[config.mk]
export PLATFORM = sky130hd
export DESIGN_NAME = rms_tally
export DESIGN_NICKNAME = d
export VERILOG_FILES = /design/src/rtl/run_merge_sorter_macros.svh /design/src/rtl/rms_pkg.sv /design/src/rtl/rms_tally.sv
export SDC_FILE = /design/constraint.sdc
export NUM_CORES = 1
export LEC_CHECK = 0
export BUFFER_PORTS_ARGS = -buffer_cell sky130_fd_sc_hd__buf_2
export CAP_MARGIN = 20
export CORE_UTILIZATION = 46
export DETAILED_ROUTE_END_ITERATION = 10
export PLACE_DENSITY = 0.85
export RECOVER_POWER = 25
export SYNTH_ARGS = -nofsm -noshare
export SYNTH_HDL_FRONTEND = slang
export SYNTH_SLANG_ARGS = --single-unit
export TNS_END_PERCENT = 10
[constraint.sdc]
create_clock -name clk -period 1.57 [get_ports clk]
set_clock_uncertainty 0.2 [all_clocks]
set_input_delay 0.314 -clock clk [delete_from_list [all_inputs] [get_ports clk]]
set_output_delay 0.314 -clock clk [all_outputs]
set_load 0.005 [all_outputs]
[src/rtl/run_merge_sorter_macros.svh]
// Assertion macros for the run merge sorter.
// Used by the top level; expects clk and rst in the enclosing scope.
`ifndef RUN_MERGE_SORTER_MACROS_SVH
`define RUN_MERGE_SORTER_MACROS_SVH

// Checked property, disabled while reset is high.
`define RMS_ASSERT(lbl, prop, msg) \
  lbl: assert property (@(posedge clk) disable iff (rst) prop) else $error(msg);

// Checked property that also covers reset cycles.
`define RMS_ASSERT_RST(lbl, prop, msg) \
  lbl: assert property (@(posedge clk) prop) else $error(msg);

`endif

[src/rtl/rms_pkg.sv]
// Shared constants and types for the run merge sorter.
// No dependencies.
`timescale 1ns / 1ps

package rms_pkg;

  localparam int RUN_LENGTH_DEF = 32;
  localparam int MAX_ITEMS_DEF  = 64;
  localparam int WORD_W         = 32;
  localparam int TALLY_W        = 12;
  localparam logic [TALLY_W-1:0] TALLY_MAX = {TALLY_W{1'b1}};

  typedef logic [WORD_W-1:0] word_t;
  typedef logic [TALLY_W-1:0] tally_t;

  // Tally controls from the sequencer.
  typedef struct packed {
    logic clear;
    logic inc_cmp;
    logic inc_move;
  } tally_ctl_t;

endpackage

[src/rtl/rms_tally.sv]
// Saturating compare and move counters.
// Depends on rms_pkg.
`timescale 1ns / 1ps

module rms_tally (
  input  logic                clk,
  input  logic                rst,
  input  rms_pkg::tally_ctl_t ctl,
  output rms_pkg::tally_t     compare_count,
  output rms_pkg::tally_t     move_count
);
  import rms_pkg::*;

  always_ff @(posedge clk) begin
    if (rst || ctl.clear) begin
      compare_count <= '0;
      move_count    <= '0;
    end else begin
      if (ctl.inc_cmp && compare_count != TALLY_MAX) begin
        compare_count <= compare_count + TALLY_W'(1);
      end
      if (ctl.inc_move && move_count != TALLY_MAX) begin
        move_count <= move_count + TALLY_W'(1);
      end
    end
  end

endmodule

Yosys cells after proc, flatten, opt, wreduce, memory -nomap -nowiden. Index checks and enable logic that the tools add are counted.

Word-level logic and storage cells: 9. Input bits: 5. Output and inout bits: 24. Bits in registers: 24.

$add $sub $neg: 2. Reduce and logical (&&, ||, !) cells: 3. Equality and inequality tests: 2.

Operator list (count): $add A12 B1 Y12 const B (2); $ne A12 B12 Y1 const B (2); $logic_and A1 B1 Y1 (2); $logic_or A1 B1 Y1 (1).

Longest topological paths before layout.
Word-level depth: 2. Depth in mapped cells: 5. Depth with buffers taken out: 5.

Worst setup path after synthesis. OpenSTA, ideal clock, no wires.

Path type: register to register. Start point: reg compare_count[0]. End point: reg compare_count[0]. Arrival time: 1.431 ns. Path buffers: 0. Required time: 1.242 ns. Stages on the path, launching flop included: 6. Period minus slack after synthesis: 1.758 ns. Slack: -0.188 ns. Cell sequence: dfxtp_1 > ha_1 > nand3_2 > o41ai_2 > xor2_1 > nor2_1.

Word-level cells in the longest chain between the ends: 2. Elaborated cells on any way between the ends: 3. Those cells by class: 1 x add/sub; 1 x eq/ne; 1 x reduce/logical.

Ends and longest elaborated chain: start, declared (line rms_tally.sv:9) `output rms_pkg::tally_t compare_count,`; start signal, assigned (line rms_tally.sv:20) `compare_count <= compare_count + TALLY_W'(1);`; parallel branches: the longest is 2 deep, another holds $add A12 B1 Y12.

Several ways; the timed one is not identified. A chain may end at the register's enable or synchronous reset.

Worst setup path after layout.
Start point: reg compare_count[1]. End point: reg compare_count[11].

Same word-level chain as after synthesis.

==> metrics.txt <==
status finished with violations; failing checks setup timing; Post-synth EDFFs 0; fin crit period 1.634 ns; commonest non-fill, non-tap cell in the layout buf_4; number of global-route vias before repair 1349; HPWL Detailed 2538 um; area leader, netlist dfxtp_1; average size of a mapped cell 8.542 um2; layout cells sized above 1 0.5411; CTS tree built; share of the synthesized area in the top cell type 0.4046; Antenna Cells 0; total gr overflow 0; Pre-antenna DRT Iters 4; Sink Count 24; Slew HR 0.7399; Max Cap Violations 0; Crit Path Class flop to flop; Ports 29; synth top area cells dfxtp_1 40%, nand3_1 4.6%, nor3_1 4.6%; RSZ-0062 raised after global routing true; post-synthesis sequential area ratio 0.4046; CP arrival 1.66 ns; global-route wire length before repair 6023 um; CP startpoint kind flop; fin. max-slew vios 0; placed instance count 230; P_leak 0.7611 nW; Post-synth top flop dfxtp_1; worst hold path class input pin to flop; synthesized cell area 1187 um2; Hold Vio Cnt, Final 0; Clock power frac 0.287; Final GP Congestion 0.8699; Power Internal 733.3 uW; DRT iter0 DRCs 42; Flop pwr share 0.639; syn_nets 146; placed cell area 1658 um2; critical path capture point type flop; most frequent cells in the layout 38 x buf_4, 27 x buf_2, 13 x dfxtp_2; fin area 1861 um2; share of synthesized registers carrying an async set or reset 0; IO buf count 28; Num CTS Buffers 3; maximum vdd drop 0.0006275 V; Die Height 52.81 um; Slew @ Worst Pin 0.3889 ns; fin cells 237; floorplan row count 18; Reg clk slew, reported paths 0.13 ns; Crit Path Max Fanout 3; DR vias 1420; DRC Markers 0; Area growth, synth to finish 56.69%; FF+latch count, synth 24; CP required 1.60 ns; gr usage total 0.3008; PwrDens 516.4 nW/um2; Nets 216; die extent in x 52.81 um; synth unique cells 38; CTS max path bufs 2; Vias/cell 5.992; clk_lat worst skew 0.32 ns; clk root buf clkbuf_4; Final Setup Violations 6; initial antenna violation count 0; Tcrit/Tclk final 1.040; post-route ant nets 0; Combinational Power Share 0.075; WL/cell 17.11 um; CTS H-tree depth 1; synth warn 0; largest net degree at the start of global routing 13; DRT Wirelength 4054 um; core area 2455 um2; pre-CTS setup slack -0.08884 ns; DIE AREA 2788 um2; Net Sw Power 227.4 uW; Initial Util 0.4837; Net Sw Frac 0.2367; Syn Inst Count 139; final setup margin -0.06356 ns; Hold WS 0.1346 ns; fmax 0.6122 GHz
[per-layer routing]
layer,up-vias,GRT usage,part of all wire
met3,14,0.06667,0.059
met2,72,0.5633,0.54
met5,-,0,0
met1,665,0.3246,0.37
met4,0,0.1053,0.032
li1,669,-,-
[cells in the mapped netlist (3+ instances only)]
library cell  count
nor3_1           11
and3_1            3
o21ai_0           7
nand2_1          10
inv_1             5
or3_1             4
a21oi_1           9
dfxtp_1          24
nor2_1           12
nand4_1           3
xnor2_1           4
nand3_1          11
[layout make-up]
class	count	area, um2
inverters	5	18.77
fillers	173	594.3
multi-input cells	108	822.0
flip-flops and latches	24	508.0
well taps	30	37.54
repair buffers	67	451.7
clock buffers	3	22.52
[through the flow]
| step | setup TNS, ns | total power, mW | utilization |
|---|---|---|---|
| 2_1_floorplan | -0.1540 | 0.6554 | - |
| 3_3_place_gp | -0.05195 | 0.6900 | 0.6753 |
| 3_5_place_dp | -0.5956 | 0.6932 | 0.6753 |
| 4_1_cts | -0.3734 | 0.9621 | 0.7192 |
| 5_1_grt | -0.8873 | 1.006 | 0.7579 |
| 6_report | -0.1780 | 0.9608 | 0.7579 |
[worst paths after layout]
check              startpoint                end  slack, ns  cells after the start
min                    ctl[0]      move_count[1]       0.13                      3
max          compare_count[1]  compare_count[11]      -0.06                      4
max reg2reg  compare_count[1]  compare_count[11]      -0.06                      4
min reg2reg     move_count[4]      move_count[5]       0.35                      2
[timing repair]
item	4_1_cts	5_1_grt
setup endpoints to repair	13	23
buffers inserted	3	1
pin swaps	4	5
resized for setup	16	29
gates cloned	0	0
hold buffers	0	0
hold endpoints to repair	0	0
[cells by family (layout without fill, tap and decap cells)]
logic type | count (synthesis) | after routing | share of synthesized area
adder cells (fa/ha/maj) | 2 | 2 | 0.02107
buffers and inverters | 7 | 75 | 0.02213
AO/OA/AOI/OAI | 33 | 33 | 0.2023
multiplexers | 1 | 1 | 0.008430
flip-flops | 24 | 24 | 0.4046
XOR/XNOR | 6 | 6 | 0.04426
AND/OR/NAND/NOR | 66 | 66 | 0.2972
[critical path, stage by stage, from the launching register on]
cell and delay [ns]:
dfxtp_4 0.38, ha_4 0.17, buf_4 0.14, or4_4 0.50
and3_4 0.15
[sequential cells by signal (all words and copies together) (netlist names)]
signal	cells
move_count	12
compare_count	12
[power groups by stage]
stage                     Clock, mW  Sequential, mW  Combinational (mW)
after floorplan                   0           0.630              0.0250
after CTS                     0.279           0.615              0.0680
after global placement            0           0.629              0.0610
after detailed placement          0           0.629              0.0640
final                         0.276           0.613              0.0717
after global routing          0.314           0.614              0.0775
No activity file was read; power rests on OpenSTA's default activity.
