**src/rtl/run_merge_sorter_macros.svh**
```systemverilog
// Assertion macros for the run merge sorter.
// Used by the top level; expects clk and rst in the enclosing scope.
`ifndef RUN_MERGE_SORTER_MACROS_SVH
`define RUN_MERGE_SORTER_MACROS_SVH

// Checked property, disabled while reset is high.
`define RMS_ASSERT(lbl, prop, msg) \
  lbl: assert property (@(posedge clk) disable iff (rst) prop) else $error(msg);

// Checked property that also covers reset cycles.
`define RMS_ASSERT_RST(lbl, prop, msg) \
  lbl: assert property (@(posedge clk) prop) else $error(msg);

`endif

```
**src/rtl/rms_pkg.sv**
```systemverilog
// Shared constants and types for the run merge sorter.
// No dependencies.
`timescale 1ns / 1ps

package rms_pkg;

  localparam int RUN_LENGTH_DEF = 32;
  localparam int MAX_ITEMS_DEF  = 64;
  localparam int WORD_W         = 32;
  localparam int TALLY_W        = 12;
  localparam logic [TALLY_W-1:0] TALLY_MAX = {TALLY_W{1'b1}};

  typedef logic [WORD_W-1:0] word_t;
  typedef logic [TALLY_W-1:0] tally_t;

  // Tally controls from the sequencer.
  typedef struct packed {
    logic clear;
    logic inc_cmp;
    logic inc_move;
  } tally_ctl_t;

endpackage

```
**src/rtl/rms_cmp.sv**
```systemverilog
// Shared signed comparator of the sort engine.
// Depends on rms_pkg.
`timescale 1ns / 1ps

module rms_cmp (
  input  rms_pkg::word_t a,
  input  rms_pkg::word_t b,
  output logic           gt
);
  import rms_pkg::*;

  // two's complement greater-than
  assign gt = $signed(a) > $signed(b);

endmodule

```
**config.mk**
```make
export PLATFORM = sky130hd
export DESIGN_NAME = rms_cmp
export DESIGN_NICKNAME = d
export VERILOG_FILES = /design/src/rtl/run_merge_sorter_macros.svh /design/src/rtl/rms_pkg.sv /design/src/rtl/rms_cmp.sv
export SDC_FILE = /design/constraint.sdc
export NUM_CORES = 1
export LEC_CHECK = 0
export ABC_CLOCK_PERIOD_IN_PS = 1700
export BUFFER_PORTS_ARGS = -buffer_cell sky130_fd_sc_hd__buf_2
export CORE_ASPECT_RATIO = 0.75
export CORE_MARGIN = 2
export CORE_UTILIZATION = 38
export DETAILED_ROUTE_END_ITERATION = 8
export GPL_TIMING_DRIVEN = 0
export PLACE_DENSITY = 0.86
export SLEW_MARGIN = 15
export SYNTH_ARGS = -nofsm -noshare
export SYNTH_HDL_FRONTEND = slang
export SYNTH_SLANG_ARGS = --single-unit
```
**constraint.sdc**
```tcl
create_clock -name vclk -period 1.7
set_input_delay 0.17 -clock vclk [all_inputs]
set_output_delay 0.17 -clock vclk [all_outputs]
set_load 0.005 [all_outputs]
```
Word level (Yosys, flattened, before mapping)
Index checks and enable logic that the tools add are counted.
{"block": "word_totals", "regBits": 0, "inputBits": 64, "elab_cells": 1}
{"block": "classes", "n_lt_le_gt_ge": 1}
{"op": "$gt 32x32->1", "count": 1}

Logic depth before layout (Yosys ltp)
Gate-level depths: netlist of the first run.
{"block": "logic_depth", "depth_word": 1, "depth_mapped": 8}

Least setup slack after synthesis of the first run
No wires, ideal clock.
{"block": "synth_timing", "path_kind": "input-to-output", "start": "in b[14]", "end": "out gt", "arrival_time_ns": 1.572, "slack_ns": -0.042, "stages": 8, "path_cell_list": "inv_1 -> ha_1 -> nand4_1 -> nor4_1 -> a21boi_1 -> o31ai_1 -> o2111ai_1 -> mux2i_1"}
{"block": "synth_via", "elab_chain_cells": 1}
{"element": "start: declaration", "line_no": "rms_cmp.sv:7", "text": "input rms_pkg::word_t b,"}
{"element": "$gt 32x32->1", "line_no": "rms_cmp.sv:13", "text": "assign gt = $signed(a) > $signed(b);"}
{"element": "end: declaration", "line_no": "rms_cmp.sv:8", "text": "output logic gt"}
Every way passes these cells.

Worst setup path in the final report of the first run
{"block": "layout_timing", "start": "in b[11]", "end": "out gt"}
The elaborated chain is that of the path after synthesis.

==> results_dict.tcl, run 1 <==
set metrics [dict create \
    outcome "complete, but fails checks" \
    failed_checks "setup timing" \
    initialDrtViolationCount 34 \
    path_max_fanout 2 \
    core.rowCount 14 \
    dr.pass1.iters 4 \
    timing.final.max_slew_violations 0 \
    power_per_cell_area_nw_per_um2 223.4 \
    layout_cells_sized_above_1_pct 53.85 \
    syn_to_final_growth_pct 75.43 \
    syn_area_per_cell_sq_um 7.120 \
    synth.net_count 209 \
    vdd.ir_drop.worst_mv 0.1429 \
    cp.required_ns 1.53 \
    antenna_found_initial 0 \
    vias 1040 \
    antenna_cells 0 \
    place_congestion 0.6470 \
    reported_leakage_power_nw 0.7969 \
    i_o_pin_cnt 65 \
    via_per_inst 5.049 \
    grt_pass1_vias 1112 \
    cpMaxStageDelayCell "sky130_fd_sc_hd__nor4_2" \
    relSlewSlack_pct 78.59 \
    worst_path_largest_cell_delay_ns 0.32 \
    floorplan.die.height_um 43.85 \
    synthesis.yosys.warnings 0 \
    critical_path_arrival_ns 1.72 \
    cp_top_family "simple AND/OR/NAND/NOR gates" \
    worst_setup_path_end_kind "primary output" \
    post-route-cell-area_sq_um 1411 \
    unrepaired_setup_endpoints_after_global_routing "true" \
    holdPathEnd "gt" \
    report.final.hold_viol_count 0 \
    routedWlPerCell_um 11.96 \
    buffers_added_on_ports 65 \
    initial_utilization_pct 40.29 \
    ff_latch_area_sq_um 0 \
    post_synth_inst_count 113 \
    least_margin_pin_slew_ns 0.3184 \
    die-width_um 57.13 \
    timing.setup.critical_path_class "input pin to primary output" \
    wire_length_of_the_first_global_routing_pass_mm 4.119 \
    finalHoldWorstSlack_ns 0.7867 \
    worstPathCellList "buf_2 -> inv_2 -> ha_4 -> nand4_1 -> nor4_2 -> a21boi_2 -> o31ai_2 -> o2111ai_1 -> mux2i_1 -> buf_2" \
    worstPathBufferInverterCount 3 \
    worstHoldPathType "input pin to primary output" \
    clock_buffer_count 0 \
    setup.worst_path.start_class "input pin" \
    fin_crit_sh_pct 111.1 \
    grt_start_max_net_pins 5 \
    cp_common_cell "sky130_fd_sc_hd__buf_2" \
    fin_nets 280 \
    holdPathStages 4 \
    post_cts_hold_buffer_count 0 \
    area_of_the_mapped_netlist_sq_um 804.5 \
    worst_hold_startpoint "a[31]" \
    remaining_drc_errors 0 \
    maximum_frequency_from_static_timing_analysis_mhz 529.5 \
    dp_cells 202 \
    final-instance-count-excl-fill 206 \
    postLayoutSetupSlackWorst_ns -0.1885 \
    final_core_util_pct 70.68 \
    dpl.hpwl_mm 2.004 \
    route.antenna.remaining_nets 0 \
    fillers 168 \
    synth.yosys.seq_area_share_pct 0 \
    final_setup_viols 1 \
    postPlaceCellArea_sq_um 1179 \
    core_area_sq_um 1997 \
    die_area_sq_um 2505 \
    synth.lib_cells_used.distinct 19 \
    post-route-min-period_ns 1.889 \
    drv.max_cap_violation_count 0 \
    number_of_sequential_cells_in_the_layout 0 \
    globalRouteOverflowTotal 0 \
    routed_wl_mm 2.463 \
    finalPower_mw 0.3153 \
    grt_use_total_pct 20.11 \
]
## worst max-delay path by stage
stage / from / to / cells after the start
CTS: b[14] / gt / 10
global route: b[11] / gt / 10
detailed placement: a[13] / gt / 9
global placement: a[13] / gt / 9
floorplan: b[13] / gt / 8
finish: b[11] / gt / 10
## placed cells by master, fill, tap and decap left out, types with 2 or more instances in the layout
cell type	count
sky130_fd_sc_hd__a21o_1	4
sky130_fd_sc_hd__a21oi_1	9
sky130_fd_sc_hd__a21oi_2	3
sky130_fd_sc_hd__buf_2	57
sky130_fd_sc_hd__buf_4	4
sky130_fd_sc_hd__buf_6	8
sky130_fd_sc_hd__ha_1	21
sky130_fd_sc_hd__ha_4	11
sky130_fd_sc_hd__inv_1	22
sky130_fd_sc_hd__inv_2	9
sky130_fd_sc_hd__nand2_1	5
sky130_fd_sc_hd__nand3_1	3
sky130_fd_sc_hd__nand4_1	7
sky130_fd_sc_hd__nor2_1	3
sky130_fd_sc_hd__nor4_2	2
sky130_fd_sc_hd__o21ai_0	3
## layer usage
metal	part of all wire, %	GRT usage (%)	vias up
met5	0	0	-
met4	1.8	3.721	0
met3	6.2	0.5970	4
met2	57	46.90	39
met1	35	19.05	462
li1	-	-	535
## synthesized netlist by cell type
cell type / instances / share of area [%]
sky130_fd_sc_hd__ha_1: 32 / 50
sky130_fd_sc_hd__nor4_1: 2 / 1.6
sky130_fd_sc_hd__a21oi_2: 1 / 1.1
sky130_fd_sc_hd__nor2_1: 3 / 1.4
sky130_fd_sc_hd__a21oi_1: 11 / 6.8
sky130_fd_sc_hd__mux2i_1: 1 / 1.2
sky130_fd_sc_hd__nand2_1: 6 / 2.8
sky130_fd_sc_hd__o21ai_0: 4 / 2.5
sky130_fd_sc_hd__inv_1: 32 / 15
sky130_fd_sc_hd__a21boi_1: 1 / 0.93
sky130_fd_sc_hd__o2111ai_1: 1 / 1.1
sky130_fd_sc_hd__a211oi_1: 1 / 0.93
sky130_fd_sc_hd__a21o_1: 4 / 3.7
sky130_fd_sc_hd__o211ai_1: 1 / 0.93
sky130_fd_sc_hd__a221o_1: 1 / 1.2
sky130_fd_sc_hd__nor2b_1: 1 / 0.78
sky130_fd_sc_hd__o31ai_1: 1 / 0.93
sky130_fd_sc_hd__nand4_1: 7 / 5.4
sky130_fd_sc_hd__nand3_1: 3 / 1.9
## through the flow
stage	TNS, ns	setup WS [ns]
2_1_floorplan	0	0.004875
3_3_place_gp	-0.3434	-0.3434
3_5_place_dp	-0.3549	-0.3549
4_1_cts	-0.1654	-0.1654
5_1_grt	-0.2981	-0.2981
6_report	-0.1885	-0.1885
## area by class of cell
class                           count  area [sq um]  area share (%)
Timing Repair Buffer               69         405.4           28.72
Multi-Input combinational cell     81         853.3           60.46
Inverter                           32         122.6           8.688
Tap cell                           24         30.03           2.128
## logic make-up (layout without fill, tap and decap cells)
logic type      Yosys count  after routing  share of synthesized area, %
compound gates           26             26                         20.22
fa+ha+maj                32             32                         49.77
simple gates             22             22                         13.84
mux                       1              1                         1.244
buf+inv                  32            101                         14.93
## power by group
group	internal, mW	switching (mW)	leakage (nW)	total (mW)
clock	0	0	0	0
combinational	0.174	0.141	0.797	0.315
sequential	0	0	0	0
total	0.174	0.141	0.797	0.315
## what timing repair did
item / CTS / global route
setup buffers: 4 / 0
setup endpoints to repair: 1 / 1
resized for setup: 36 / 0
pin swaps: 20 / 2
cloned: 0 / 0
Power figures use the tool's default switching activity.
==> run 2: changes to the inputs <==
==> constraint.sdc (replaced) <==
create_clock -name vclk -period 1.7
set_input_delay 0.17 -clock vclk [all_inputs]
set_output_delay 0.17 -clock vclk [all_outputs]
set_load 0.05 [all_outputs]
==> results_dict.tcl, run 2 (synthesis gave the netlist of run 1 again) <==
set metrics [dict create \
    maximum_frequency_from_static_timing_analysis_mhz 496.0 \
    grt_start_max_net_pins 5 \
    i_o_pin_cnt 65 \
    grt_pass1_vias 928 \
    postLayoutSetupSlackWorst_ns -0.3162 \
    final_setup_viols 1 \
    floorplan.die.height_um 43.85 \
    reported_leakage_power_nw 0.8162 \
    layout_cells_sized_above_1_pct 54.95 \
    syn_to_final_growth_pct 82.89 \
    initialDrtViolationCount 10 \
    grt_use_total_pct 16.86 \
    via_per_inst 4.723 \
    final_cell_mix "sky130_fd_sc_hd__buf_2 (56), sky130_fd_sc_hd__inv_1 (21), sky130_fd_sc_hd__ha_1 (21)" \
    worstHoldPathType "input pin to primary output" \
    timing.setup.critical_path_class "input pin to primary output" \
    route.antenna.remaining_nets 0 \
    die_area_sq_um 2505 \
    number_of_sequential_cells_in_the_layout 0 \
    timing.final.max_slew_violations 0 \
    post_cts_hold_buffer_count 0 \
    routedWlPerCell_um 10.50 \
    outcome "complete, but fails checks" \
    unrepaired_setup_endpoints_after_global_routing "true" \
    fin_nets 280 \
    globalRouteOverflowTotal 0 \
    mostFrequentLayoutCell "sky130_fd_sc_hd__buf_2" \
    initial_utilization_pct 40.29 \
    cp.required_ns 1.53 \
    holdPathStages 4 \
    report.final.hold_viol_count 0 \
    fin_crit_sh_pct 118.6 \
    relSlewSlack_pct 78.65 \
    core.rowCount 14 \
    cp_top_family "simple AND/OR/NAND/NOR gates" \
    die-width_um 57.13 \
    post-route-cell-area_sq_um 1471 \
    worst_setup_path_end_kind "primary output" \
    totalNegativeSetupSlack_ns -0.3162 \
    worstPathCellList "buf_8 -> inv_8 -> ha_4 -> nand4_1 -> nor4_2 -> a21boi_2 -> o31ai_2 -> o2111ai_2 -> mux2i_4 -> buf_6" \
    dpl.hpwl_mm 1.950 \
    vias 973 \
    cpMaxStageDelayCell "sky130_fd_sc_hd__nor4_2" \
    post-route-min-period_ns 2.016 \
    worstPathBufferInverterCount 3 \
    final-instance-count-excl-fill 206 \
    vdd.ir_drop.worst_mv 0.1711 \
    antenna_found_initial 0 \
    routed_wl_mm 2.164 \
    dp_cells 202 \
    buffers_added_on_ports 65 \
    worstSetupPathDepth 10 \
    wire_length_of_the_first_global_routing_pass_mm 3.553 \
    failed_checks "setup timing" \
    core_area_sq_um 1997 \
    path_max_fanout 2 \
    antenna_cells 0 \
    dr.pass1.iters 4 \
    power_per_cell_area_nw_per_um2 238.1 \
    postPlaceCellArea_sq_um 1373 \
    place_congestion 0.7257 \
    finalHoldWorstSlack_ns 0.8912 \
    setup.worst_path.start_class "input pin" \
    drv.max_cap_violation_count 0 \
    ff_latch_area_sq_um 0 \
    least_margin_pin_slew_ns 0.3184 \
    remaining_drc_errors 0 \
    clock_buffer_count 0 \
    worst_path_largest_cell_delay_ns 0.31 \
    critical_path_arrival_ns 1.85 \
]
[run 2: worst min-delay path, stage by stage]
cell and delay [ns]:
sky130_fd_sc_hd__buf_2 0.08, sky130_fd_sc_hd__ha_1 0.22, sky130_fd_sc_hd__mux2i_4 0.09, sky130_fd_sc_hd__buf_6 0.15
[run 2: layout make-up]
| type | instances | area (sq um) |
|---|---|---|
| Tap cell | 24 | 30.03 |
| Multi-Input combinational cell | 81 | 878.3 |
| Inverter | 32 | 147.6 |
| Timing Repair Buffer | 69 | 415.4 |
| Fill cell | 165 | 525.5 |
[run 2: per-layer routing]
| metal | track usage (%) | vias to the layer above | wire length, um |
|---|---|---|---|
| met5 | 0 | - | 0 |
| met4 | 0 | 0 | 0 |
| met3 | 0.2985 | 0 | 103 |
| met2 | 35.40 | 30 | 1145 |
| met1 | 20.28 | 409 | 915 |
| li1 | - | 534 | - |
[run 2: timing repair]
item	in CTS	in global routing
setup buffers	3	1
pin swaps	7	5
endpoints found under the setup margin	1	1
gates resized for setup	10	4
endpoints found under the hold margin	0	0
[run 2: power by group]
group | total [mW] | switching, mW | internal, mW
combinational | 0.350 | 0.163 | 0.187
sequential | 0 | 0 | 0
clock | 0 | 0 | 0
[run 2: per-stage QoR]
step / total power [mW] / util, % / setup slack [ns]
finish: 0.3503 / 73.68 / -0.3162
CTS: 0.3441 / 72.37 / -0.3290
detailed placement: 0.3221 / 68.73 / -0.4600
global route: 0.3881 / 73.68 / -0.3954
global placement: 0.3052 / 68.73 / -0.4410
floorplan: 0.1949 / - / -0.1396
[run 2: worst paths after layout]
path	startpoint	endpoint	slack, ns
min	a[31]	gt	0.89
max	b[10]	gt	-0.32
